--- config.mk ---
export PLATFORM = sky130hd
export DESIGN_NAME = debounced_threshold_alarm_table_flat
export DESIGN_NICKNAME = d
export VERILOG_FILES = /design/src/dbta_pkg.sv /design/src/dbta_if.sv /design/src/dbta_ctrl.sv /design/src/dbta_datapath.sv /design/src/debounced_threshold_alarm_table.sv /design/src/flat_wrapper.sv
export SDC_FILE = /design/constraint.sdc
export NUM_CORES = 2
export LEC_CHECK = 0
export BUFFER_PORTS_ARGS = -buffer_cell sky130_fd_sc_hd__buf_2
export CAP_MARGIN = 20
export CELL_PAD_IN_SITES_DETAIL_PLACEMENT = 1
export CELL_PAD_IN_SITES_GLOBAL_PLACEMENT = 1
export CORE_UTILIZATION = 51
export DETAILED_ROUTE_END_ITERATION = 16
export PLACE_DENSITY_LB_ADDON = 0.1
export SYNTH_ARGS = -nofsm -noshare
export SYNTH_HDL_FRONTEND = slang
export SYNTH_HIERARCHICAL = 1
export SYNTH_SLANG_ARGS = --single-unit
export TNS_END_PERCENT = 20
--- constraint.sdc ---
create_clock -name clk -period 8.6 [get_ports clk]
set_input_delay 0.43 -clock clk [delete_from_list [all_inputs] [get_ports clk]]
set_output_delay 0.43 -clock clk [all_outputs]
set_load 0.05 [all_outputs]
--- src/dbta_pkg.sv ---
// shared types, codes and constants of the debounced threshold alarm table
package dbta_pkg;

    localparam int NUM_ALARMS_DEFAULT = 64;
    localparam int MS_PER_SECOND      = 1000;
    localparam int TIME_W             = 32;
    localparam int MS_W               = 18;
    localparam int INDEX_W            = 6;
    localparam int VALUE_W            = 32;
    localparam int COUNT_OUT_W        = 7;

    // operation codes
    localparam logic OP_EVALUATE = 1'b0;
    localparam logic OP_ACK_ALL  = 1'b1;

    // compare kinds
    localparam logic [1:0] CMP_GT   = 2'd0;
    localparam logic [1:0] CMP_LT   = 2'd1;
    localparam logic [1:0] CMP_EQ   = 2'd2;
    localparam logic [1:0] CMP_BAND = 2'd3;

    // event codes
    localparam logic [1:0] EV_NONE  = 2'd0;
    localparam logic [1:0] EV_WARN  = 2'd1;
    localparam logic [1:0] EV_TRIP  = 2'd2;
    localparam logic [1:0] EV_CLEAR = 2'd3;

    typedef struct packed {
        logic                      op;
        logic [INDEX_W-1:0]        alarm_index;
        logic signed [VALUE_W-1:0] signal_value;
        logic signed [VALUE_W-1:0] threshold;
        logic [1:0]                compare_kind;
        logic [7:0]                debounce_seconds;
        logic [7:0]                clear_seconds;
        logic                      auto_clear;
        logic                      is_trip;
        logic [TIME_W-1:0]         now_ms;
    } item_t;

    typedef struct packed {
        logic [1:0]             event_res;
        logic [INDEX_W-1:0]     event_index;
        logic                   alarm_active;
        logic                   alarm_acknowledged;
        logic                   any_active;
        logic                   any_trip;
        logic [COUNT_OUT_W-1:0] records_in_use;
    } result_t;

    // controller to datapath commands
    typedef struct packed {
        logic capture;
        logic commit;
    } cmd_t;

endpackage

--- src/dbta_if.sv ---
// valid/ready channel interfaces for sample words and result words
interface dbta_in_if;
    logic                                valid;
    logic                                ready;
    logic                                op;
    logic [dbta_pkg::INDEX_W-1:0]        alarm_index;
    logic signed [dbta_pkg::VALUE_W-1:0] signal_value;
    logic signed [dbta_pkg::VALUE_W-1:0] threshold;
    logic [1:0]                          compare_kind;
    logic [7:0]                          debounce_seconds;
    logic [7:0]                          clear_seconds;
    logic                                auto_clear;
    logic                                is_trip;
    logic [dbta_pkg::TIME_W-1:0]         now_ms;

    modport source (
        output valid, op, alarm_index, signal_value, threshold, compare_kind,
               debounce_seconds, clear_seconds, auto_clear, is_trip, now_ms,
        input  ready
    );
    modport sink (
        input  valid, op, alarm_index, signal_value, threshold, compare_kind,
               debounce_seconds, clear_seconds, auto_clear, is_trip, now_ms,
        output ready
    );
endinterface

interface dbta_out_if;
    logic                             valid;
    logic                             ready;
    logic [1:0]                       event_res;
    logic [dbta_pkg::INDEX_W-1:0]     event_index;
    logic                             alarm_active;
    logic                             alarm_acknowledged;
    logic                             any_active;
    logic                             any_trip;
    logic [dbta_pkg::COUNT_OUT_W-1:0] records_in_use;

    modport source (
        output valid, event_res, event_index, alarm_active, alarm_acknowledged,
               any_active, any_trip, records_in_use,
        input  ready
    );
    modport sink (
        input  valid, event_res, event_index, alarm_active, alarm_acknowledged,
               any_active, any_trip, records_in_use,
        output ready
    );
endinterface

--- src/dbta_ctrl.sv ---
// controller: accept / update sequencing and result valid flag
module dbta_ctrl (
    input  logic           clk,
    input  logic           rst_n,
    input  logic           in_valid,
    output logic           in_ready,
    output logic           out_valid,
    input  logic           out_ready,
    output dbta_pkg::cmd_t cmd
);

    localparam logic S_IDLE = 1'b0;
    localparam logic S_EXEC = 1'b1;

    logic state_reg;
    logic state_next;
    logic out_valid_reg;
    logic out_valid_next;

    assign in_ready    = (state_reg == S_IDLE);
    assign cmd.capture = in_valid && in_ready;
    // update only when the result register is free or drains this cycle
    assign cmd.commit  = (state_reg == S_EXEC) && (!out_valid_reg || out_ready);
    assign out_valid   = out_valid_reg;

    always_comb
    begin
        state_next = state_reg;
        unique case (state_reg)
            S_IDLE:
            begin
                if (cmd.capture)
                begin
                    state_next = S_EXEC;
                end
            end
            S_EXEC:
            begin
                if (cmd.commit)
                begin
                    state_next = S_IDLE;
                end
            end
            default:
            begin
                state_next = S_IDLE;
            end
        endcase
    end

    always_comb
    begin
        if (cmd.commit)
        begin
            out_valid_next = 1'b1;
        end
        else if (out_ready)
        begin
            out_valid_next = 1'b0;
        end
        else
        begin
            out_valid_next = out_valid_reg;
        end
    end

    always_ff @(posedge clk or negedge rst_n)
    begin
        if (!rst_n)
        begin
            state_reg     <= S_IDLE;
            out_valid_reg <= 1'b0;
        end
        else
        begin
            state_reg     <= state_next;
            out_valid_reg <= out_valid_next;
        end
    end

endmodule

--- src/dbta_datapath.sv ---
// datapath: alarm record flags, timer start memories, counters and result register
module dbta_datapath #(
    parameter int NUM_ALARMS = dbta_pkg::NUM_ALARMS_DEFAULT
) (
    input  logic              clk,
    input  logic              rst_n,
    input  dbta_pkg::cmd_t    cmd,
    input  dbta_pkg::item_t   item,
    output dbta_pkg::result_t result
);

    localparam int AW = (NUM_ALARMS > 1) ? $clog2(NUM_ALARMS) : 1;
    localparam int CW = $clog2(NUM_ALARMS + 1);
    localparam int TW = dbta_pkg::TIME_W;
    localparam int MW = dbta_pkg::MS_W;

    // timer start memories, undefined until written
    logic [TW-1:0] deb_mem [NUM_ALARMS];
    logic [TW-1:0] clr_mem [NUM_ALARMS];
    logic [TW-1:0] deb_rd_reg;
    logic [TW-1:0] clr_rd_reg;

    // per record flags
    logic [NUM_ALARMS-1:0] rec_used_reg;
    logic [NUM_ALARMS-1:0] rec_active_reg;
    logic [NUM_ALARMS-1:0] rec_ack_reg;
    logic [NUM_ALARMS-1:0] rec_trip_reg;
    logic [NUM_ALARMS-1:0] deb_run_reg;
    logic [NUM_ALARMS-1:0] clr_run_reg;

    logic [CW-1:0] used_cnt_reg;
    logic [CW-1:0] used_cnt_next;
    logic [CW-1:0] active_cnt_reg;
    logic [CW-1:0] active_cnt_next;
    logic [CW-1:0] trip_cnt_reg;
    logic [CW-1:0] trip_cnt_next;

    // captured word
    logic                       op_reg;
    logic [dbta_pkg::INDEX_W-1:0] idx_reg;
    logic [AW-1:0]              addr_reg;
    logic                       in_range_reg;
    logic                       trig_reg;
    logic [MW-1:0]              deb_ms_reg;
    logic [MW-1:0]              clr_ms_reg;
    logic                       autoc_reg;
    logic                       trip_in_reg;
    logic [TW-1:0]              now_reg;

    dbta_pkg::result_t result_reg;
    dbta_pkg::result_t result_next;

    logic [8:0]    idx_wide;
    logic [AW-1:0] rd_addr;
    logic          trig_next;

    logic          used0;
    logic          act0;
    logic          ack0;
    logic          dr0;
    logic          cr0;
    logic          trip_old;
    logic          act_n;
    logic          ack_n;
    logic          dr_n;
    logic          cr_n;
    logic          deb_wr;
    logic          clr_wr;
    logic          raise;
    logic          drop;
    logic          eval_ok;
    logic [1:0]    ev;
    logic [TW-1:0] deb_elapsed;
    logic [TW-1:0] clr_elapsed;
    logic [8:0]    used_wide;

    assign idx_wide = {3'b000, item.alarm_index};
    assign rd_addr  = idx_wide[AW-1:0];

    always_comb
    begin
        case (item.compare_kind)
            dbta_pkg::CMP_GT: trig_next = item.signal_value > item.threshold;
            dbta_pkg::CMP_LT: trig_next = item.signal_value < item.threshold;
            dbta_pkg::CMP_EQ: trig_next = item.signal_value == item.threshold;
            default:          trig_next = 1'b0;
        endcase
    end

    // capture stage: compare, convert delays to ms, read timer starts
    always_ff @(posedge clk)
    begin
        if (cmd.capture)
        begin
            op_reg       <= item.op;
            idx_reg      <= item.alarm_index;
            addr_reg     <= rd_addr;
            in_range_reg <= idx_wide < 9'(NUM_ALARMS);
            trig_reg     <= trig_next;
            deb_ms_reg   <= MW'(item.debounce_seconds) * MW'(dbta_pkg::MS_PER_SECOND);
            clr_ms_reg   <= MW'(item.clear_seconds) * MW'(dbta_pkg::MS_PER_SECOND);
            autoc_reg    <= item.auto_clear;
            trip_in_reg  <= item.is_trip;
            now_reg      <= item.now_ms;
            deb_rd_reg   <= deb_mem[rd_addr];
            clr_rd_reg   <= clr_mem[rd_addr];
        end
    end

    always_ff @(posedge clk)
    begin
        if (cmd.commit && deb_wr)
        begin
            deb_mem[addr_reg] <= now_reg;
        end
        if (cmd.commit && clr_wr)
        begin
            clr_mem[addr_reg] <= now_reg;
        end
    end

    // record update
    always_comb
    begin
        used0    = rec_used_reg[addr_reg];
        act0     = used0 && rec_active_reg[addr_reg];
        ack0     = used0 && rec_ack_reg[addr_reg];
        dr0      = used0 && deb_run_reg[addr_reg];
        cr0      = used0 && clr_run_reg[addr_reg];
        trip_old = rec_trip_reg[addr_reg];
        eval_ok  = (op_reg == dbta_pkg::OP_EVALUATE) && in_range_reg;

        deb_elapsed = now_reg - deb_rd_reg;
        clr_elapsed = now_reg - clr_rd_reg;
        raise = dr0 ? (deb_elapsed >= TW'(deb_ms_reg)) : (deb_ms_reg == '0);
        drop  = cr0 ? (clr_elapsed >= TW'(clr_ms_reg)) : (clr_ms_reg == '0);

        act_n  = act0;
        ack_n  = ack0;
        dr_n   = dr0;
        cr_n   = cr0;
        deb_wr = 1'b0;
        clr_wr = 1'b0;
        ev     = dbta_pkg::EV_NONE;

        if (trig_reg)
        begin
            cr_n = 1'b0;
            if (!act0)
            begin
                dr_n   = 1'b1;
                deb_wr = eval_ok && !dr0;
                if (raise)
                begin
                    act_n = 1'b1;
                    ev    = trip_in_reg ? dbta_pkg::EV_TRIP : dbta_pkg::EV_WARN;
                end
            end
        end
        else
        begin
            dr_n = 1'b0;
            if (act0 && autoc_reg)
            begin
                cr_n   = 1'b1;
                clr_wr = eval_ok && !cr0;
                if (drop)
                begin
                    act_n = 1'b0;
                    ack_n = 1'b1;
                    cr_n  = 1'b0;
                    ev    = dbta_pkg::EV_CLEAR;
                end
            end
        end

        used_cnt_next   = used_cnt_reg;
        active_cnt_next = active_cnt_reg;
        trip_cnt_next   = trip_cnt_reg;
        if (eval_ok)
        begin
            used_cnt_next   = used_cnt_reg + CW'(!used0);
            active_cnt_next = active_cnt_reg + CW'(act_n) - CW'(act0);
            trip_cnt_next   = trip_cnt_reg + CW'(act_n && trip_in_reg)
                              - CW'(act0 && trip_old);
        end
        used_wide = 9'(used_cnt_next);

        result_next.event_index        = idx_reg;
        result_next.any_active         = active_cnt_next != '0;
        result_next.any_trip           = trip_cnt_next != '0;
        result_next.records_in_use     = used_wide[dbta_pkg::COUNT_OUT_W-1:0];
        if (eval_ok)
        begin
            result_next.event_res          = ev;
            result_next.alarm_active       = act_n;
            result_next.alarm_acknowledged = ack_n;
        end
        else
        begin
            result_next.event_res          = dbta_pkg::EV_NONE;
            result_next.alarm_active       = in_range_reg && act0;
            result_next.alarm_acknowledged = in_range_reg && (used0 || ack0);
        end
    end

    always_ff @(posedge clk or negedge rst_n)
    begin
        if (!rst_n)
        begin
            rec_used_reg   <= '0;
            rec_active_reg <= '0;
            rec_ack_reg    <= '0;
            rec_trip_reg   <= '0;
            deb_run_reg    <= '0;
            clr_run_reg    <= '0;
            used_cnt_reg   <= '0;
            active_cnt_reg <= '0;
            trip_cnt_reg   <= '0;
        end
        else if (cmd.commit)
        begin
            used_cnt_reg   <= used_cnt_next;
            active_cnt_reg <= active_cnt_next;
            trip_cnt_reg   <= trip_cnt_next;
            if (op_reg == dbta_pkg::OP_ACK_ALL)
            begin
                rec_ack_reg <= rec_ack_reg | rec_used_reg;
            end
            else if (eval_ok)
            begin
                rec_used_reg[addr_reg]   <= 1'b1;
                rec_active_reg[addr_reg] <= act_n;
                rec_ack_reg[addr_reg]    <= ack_n;
                rec_trip_reg[addr_reg]   <= trip_in_reg;
                deb_run_reg[addr_reg]    <= dr_n;
                clr_run_reg[addr_reg]    <= cr_n;
            end
        end
    end

    always_ff @(posedge clk)
    begin
        if (cmd.commit)
        begin
            result_reg <= result_next;
        end
    end

    assign result = result_reg;

endmodule

--- src/debounced_threshold_alarm_table.sv ---
// top level of the debounced threshold alarm table
// Keeps one record per alarm and turns each sample word into one result word.
// An evaluate word compares the sample with its threshold; a condition that
// holds for the debounce time raises a warning or trip, and an auto-clear
// alarm drops (and is marked acknowledged) after the clear delay of false
// compares. An acknowledge word marks every record in use as acknowledged.
// Each word is first registered, with its debounce/clear start times read
// from their record memories; then comes the read-modify-write of the record
// and the load of the result register. The next word is taken in the cycle
// after that, so no word is accepted before the last one is done, and the
// update waits while the result register is full and not taken. Records
// come out of reset cleared at once; no clearing pass is needed.
module debounced_threshold_alarm_table #(
    parameter int NUM_ALARMS = dbta_pkg::NUM_ALARMS_DEFAULT
) (
    input  logic        clk,
    input  logic        rst_n,
    dbta_in_if.sink     sample,
    dbta_out_if.source  result
);

    dbta_pkg::cmd_t    cmd;
    dbta_pkg::item_t   item;
    dbta_pkg::result_t res;

    // gather the sample word fields
    assign item.op               = sample.op;
    assign item.alarm_index      = sample.alarm_index;
    assign item.signal_value     = sample.signal_value;
    assign item.threshold        = sample.threshold;
    assign item.compare_kind     = sample.compare_kind;
    assign item.debounce_seconds = sample.debounce_seconds;
    assign item.clear_seconds    = sample.clear_seconds;
    assign item.auto_clear       = sample.auto_clear;
    assign item.is_trip          = sample.is_trip;
    assign item.now_ms           = sample.now_ms;

    // sequencing: accept, then update once the result register is free
    dbta_ctrl u_ctrl (
        .clk       (clk),
        .rst_n     (rst_n),
        .in_valid  (sample.valid),
        .in_ready  (sample.ready),
        .out_valid (result.valid),
        .out_ready (result.ready),
        .cmd       (cmd)
    );

    // records, timers, counters and the result register
    dbta_datapath #(
        .NUM_ALARMS (NUM_ALARMS)
    ) u_datapath (
        .clk    (clk),
        .rst_n  (rst_n),
        .cmd    (cmd),
        .item   (item),
        .result (res)
    );

    // spread the result word onto the channel
    assign result.event_res          = res.event_res;
    assign result.event_index        = res.event_index;
    assign result.alarm_active       = res.alarm_active;
    assign result.alarm_acknowledged = res.alarm_acknowledged;
    assign result.any_active         = res.any_active;
    assign result.any_trip           = res.any_trip;
    assign result.records_in_use     = res.records_in_use;

endmodule
--- src/flat_wrapper.sv ---
// flat-port wrapper written by rule: the top's interface ports become plain ports
module debounced_threshold_alarm_table_flat 
#(
    parameter int NUM_ALARMS = dbta_pkg::NUM_ALARMS_DEFAULT
)
  (clk, rst_n, sample_valid, sample_op, sample_alarm_index, sample_signal_value, sample_threshold, sample_compare_kind, sample_debounce_seconds, sample_clear_seconds, sample_auto_clear, sample_is_trip, sample_now_ms, sample_ready, result_valid, result_event_res, result_event_index, result_alarm_active, result_alarm_acknowledged, result_any_active, result_any_trip, result_records_in_use, result_ready);
  dbta_in_if sample_i ();
  dbta_out_if result_i ();
  input  logic clk;
  input  logic rst_n;
  input wire logic [$bits(sample_i.valid)-1:0] sample_valid;
  input wire logic [$bits(sample_i.op)-1:0] sample_op;
  input wire logic [$bits(sample_i.alarm_index)-1:0] sample_alarm_index;
  input wire logic [$bits(sample_i.signal_value)-1:0] sample_signal_value;
  input wire logic [$bits(sample_i.threshold)-1:0] sample_threshold;
  input wire logic [$bits(sample_i.compare_kind)-1:0] sample_compare_kind;
  input wire logic [$bits(sample_i.debounce_seconds)-1:0] sample_debounce_seconds;
  input wire logic [$bits(sample_i.clear_seconds)-1:0] sample_clear_seconds;
  input wire logic [$bits(sample_i.auto_clear)-1:0] sample_auto_clear;
  input wire logic [$bits(sample_i.is_trip)-1:0] sample_is_trip;
  input wire logic [$bits(sample_i.now_ms)-1:0] sample_now_ms;
  output wire logic [$bits(sample_i.ready)-1:0] sample_ready;
  output wire logic [$bits(result_i.valid)-1:0] result_valid;
  output wire logic [$bits(result_i.event_res)-1:0] result_event_res;
  output wire logic [$bits(result_i.event_index)-1:0] result_event_index;
  output wire logic [$bits(result_i.alarm_active)-1:0] result_alarm_active;
  output wire logic [$bits(result_i.alarm_acknowledged)-1:0] result_alarm_acknowledged;
  output wire logic [$bits(result_i.any_active)-1:0] result_any_active;
  output wire logic [$bits(result_i.any_trip)-1:0] result_any_trip;
  output wire logic [$bits(result_i.records_in_use)-1:0] result_records_in_use;
  input wire logic [$bits(result_i.ready)-1:0] result_ready;
  assign sample_i.valid = sample_valid;
  assign sample_i.op = sample_op;
  assign sample_i.alarm_index = sample_alarm_index;
  assign sample_i.signal_value = sample_signal_value;
  assign sample_i.threshold = sample_threshold;
  assign sample_i.compare_kind = sample_compare_kind;
  assign sample_i.debounce_seconds = sample_debounce_seconds;
  assign sample_i.clear_seconds = sample_clear_seconds;
  assign sample_i.auto_clear = sample_auto_clear;
  assign sample_i.is_trip = sample_is_trip;
  assign sample_i.now_ms = sample_now_ms;
  assign sample_ready = sample_i.ready;
  assign result_valid = result_i.valid;
  assign result_event_res = result_i.event_res;
  assign result_event_index = result_i.event_index;
  assign result_alarm_active = result_i.alarm_active;
  assign result_alarm_acknowledged = result_i.alarm_acknowledged;
  assign result_any_active = result_i.any_active;
  assign result_any_trip = result_i.any_trip;
  assign result_records_in_use = result_i.records_in_use;
  assign result_i.ready = result_ready;
  debounced_threshold_alarm_table #(.NUM_ALARMS(NUM_ALARMS)) u_core (.clk(clk), .rst_n(rst_n), .sample(sample_i), .result(result_i));
endmodule
==> flow_summary.json <==
{
  "outcome": "finished, final reports clean",
  "io_buffers": 147,
  "clk_latency_ns": 0.99,
  "grt_first_pass_wirelength_um": 805000,
  "start_util_pct": 51.3,
  "cp_max_fo": 4,
  "avgRoutedWirePerCell_um": 38.6,
  "min_from": "sample_clear_seconds[2]",
  "final_layout_size_suffix_gt1_share_pct": 27.0,
  "power.density_mw_per_mm2": 239,
  "fin_cells": 15000,
  "peakVddDrop_uv": 195,
  "slowest_delay_ns": 0.53,
  "wl_um": 579000,
  "yosys_register_bits": 4658,
  "power.leakage_nw": 69.8,
  "post-place-ws_ns": 0.536,
  "h-tree-depth": 5,
  "fmax_mhz": 124,
  "cts_buffers": 470,
  "cp-end-kind": "register",
  "dr.pass1.iters": 5,
  "synth_async_sr_flop_share_pct": 8.74,
  "dr_total_vias": 99600,
  "reg_top3": "u_core/u_datapath/clr_mem (2048), u_core/u_datapath/deb_mem (2048)",
  "syn_area_mm2": 0.188,
  "overflow": 0,
  "place_congestion": 0.911,
  "drcViolationCount": 0,
  "io_pins": 148,
  "synth_area_leaders": "edfxtp_1 (68%), mux4_2 (16%), dfrtp_1 (5.4%)",
  "synth_top_area_share_pct": 68.0,
  "die_w_um": 609,
  "ys_seq_area_share_pct": 73.4,
  "syn-num-nets": 9607,
  "crit_buf_inv": 1,
  "antenna_found_initial": 73,
  "hold_class": "in2reg",
  "worstSetupPathType": "reg2reg",
  "grt_pass1_vias": 102000,
  "cts_root_buf": "clkbuf_16",
  "fp.dieArea_mm2": 0.371,
  "synth_area_per_cell_um2": 20.4,
  "setup_tns_ns": 0,
  "grt_max_degree": 162,
  "cap_violations": 0,
  "viasPerCell": 6.64,
  "area_delta_synth_final_pct": 13.0,
  "cp_slowest_cell": "or4_1",
  "r2r-start": "u_core/u_datapath/now_reg[1]",
  "core-area_mm2": 0.366,
  "min_period_over_period_pct": 94.0,
  "drv_slew": 0,
  "post_cts_buffers": 0,
  "finalClockSkew_ns": 0.0626,
  "worstSetupStartpoint": "u_core/u_datapath/now_reg[1]",
  "ys.flop_type": "edfxtp_1",
  "synth-edff-count": 4251,
  "fillers": 31000,
  "grt_setup_unrepaired": "no",
  "dp_hpwl_um": 341000,
  "path_clk_slew_ns": 0.07,
  "period_minus_slack_ns": 8.08,
  "clock-sinks": 4658,
  "cts_tree": "yes",
  "clock_path_buffers": 4,
  "yosys.area.top_type": "edfxtp_1",
  "synth.most_common_cell": "edfxtp_1",
  "cpLargestDelayFamily": "compound AO/OA/AOI/OAI gates",
  "cp-start-kind": "register",
  "finalSetupViolCount": 0,
  "synth_cell_types": 92,
  "row_count": 222,
  "place_inst": 14000,
  "rrSetupSlack_ns": 0.52,
  "hold_viol_final": 0,
  "arrival_ns": 8.82,
  "tightest_slew_ns": 1.26,
  "max-slew-margin-rel_pct": 15.1,
  "drt-initial-drc-count": 13300,
  "antenna_left": 0,
  "final_nets": 10100,
  "setup_slack_ns": 0.517,
  "synthTopCellsByCount": "edfxtp_1 (4,251), mux4_2 (1,356), nand2_1 (466)",
  "ys_warn_count": 6,
  "worstPathRequired_ns": 9.34,
  "syn_inst": 9218,
  "die_h_um": 609,
  "grtUsageTotal_pct": 31.2
}
## report_power, final
group          internal (mW)  switching (mW)
Combinational           1.76            3.24
Clock                   11.6            8.71
Sequential              25.2           0.253
Total                   38.6            12.2
## final cells by class
type	instances	area (um^2)	area share [%]
Tap cell	4816	6030	2.84
Multi-Input combinational cell	3856	47900	22.6
Clock inverter	277	2620	1.23
Antenna cell	38	95.1	0.0448
Sequential cell	4658	138000	65.0
Clock buffer	601	12600	5.93
Inverter	226	848	0.400
Timing Repair Buffer	536	4230	1.99
## layout by cell type (no fill, tap or decap), drive strengths merged, types with 38 or more instances in the layout
cell and n:
a211oi 42, a21o 53, a21oi 204, a22oi 38, buf 489, bufinv 43
clkbuf 601, clkinv 215, dfrtp 407, diode 38, dlygate4sd3 47, edfxtp 4251
fa 48, ha 214, inv 232, mux2i 44, mux4 1356, nand2 466
nand2b 107, nor2 239, nor2b 47, nor3 111, o21ai 319, o22ai 79
xnor2 61
## repair_timing
item | in CTS | in global routing
gates resized for setup | 0 | 1
endpoints found under the setup margin | 0 | 1
hold buffers | 47 | 0
endpoints found under the hold margin | 159 | 0
## through the flow
stage               hold WS [ns]  util (%)  instance area (um^2)  total power, mW
floorplan                  0.134         -                188000             28.9
global placement           0.456      53.6                196000             30.8
detailed placement         0.461      53.6                196000             30.9
CTS                       0.0444      57.9                212000             51.0
global route              0.0697      57.9                212000             52.1
finish                    0.0999      58.0                212000             50.8
## cells by family after synthesis
logic type	count (synthesis)	share of synthesized area [%]
adder cells (fa/ha/maj)	262	1.94
XOR/XNOR	86	0.401
flip-flops	4658	73.4
AO/OA/AOI/OAI	967	3.27
multiplexers	1421	16.6
AND/OR/NAND/NOR	1120	2.82
buffers and inverters	704	1.55
## routing by layer
layer  global-route usage, %  vias up  share of wire [%]
li1                        -    39100                  -
met1                    45.0    54500                 40
met2                    48.9     5175                 47
met3                    5.50      887                9.1
met4                    10.5       10                3.6
met5                       0        -              0.012
## worst paths after layout
| kind | endpoint | depth (start not counted) |
|---|---|---|
| worst max-delay path | u_core/u_datapath/result[7] | 35 |
| max in group asynchronous | u_core/u_datapath/rec_ack_reg[8] | 3 |
| worst min-delay path | u_core/u_datapath/clr_ms_reg[5] | 2 |
| worst max register to register | u_core/u_datapath/result[7] | 35 |
| min in group asynchronous | u_core/u_datapath/deb_run_reg[59] | 2 |
| worst min register to register | u_core/u_datapath/rec_used_reg[44] | 2 |
No activity file was read; power rests on OpenSTA's default activity.
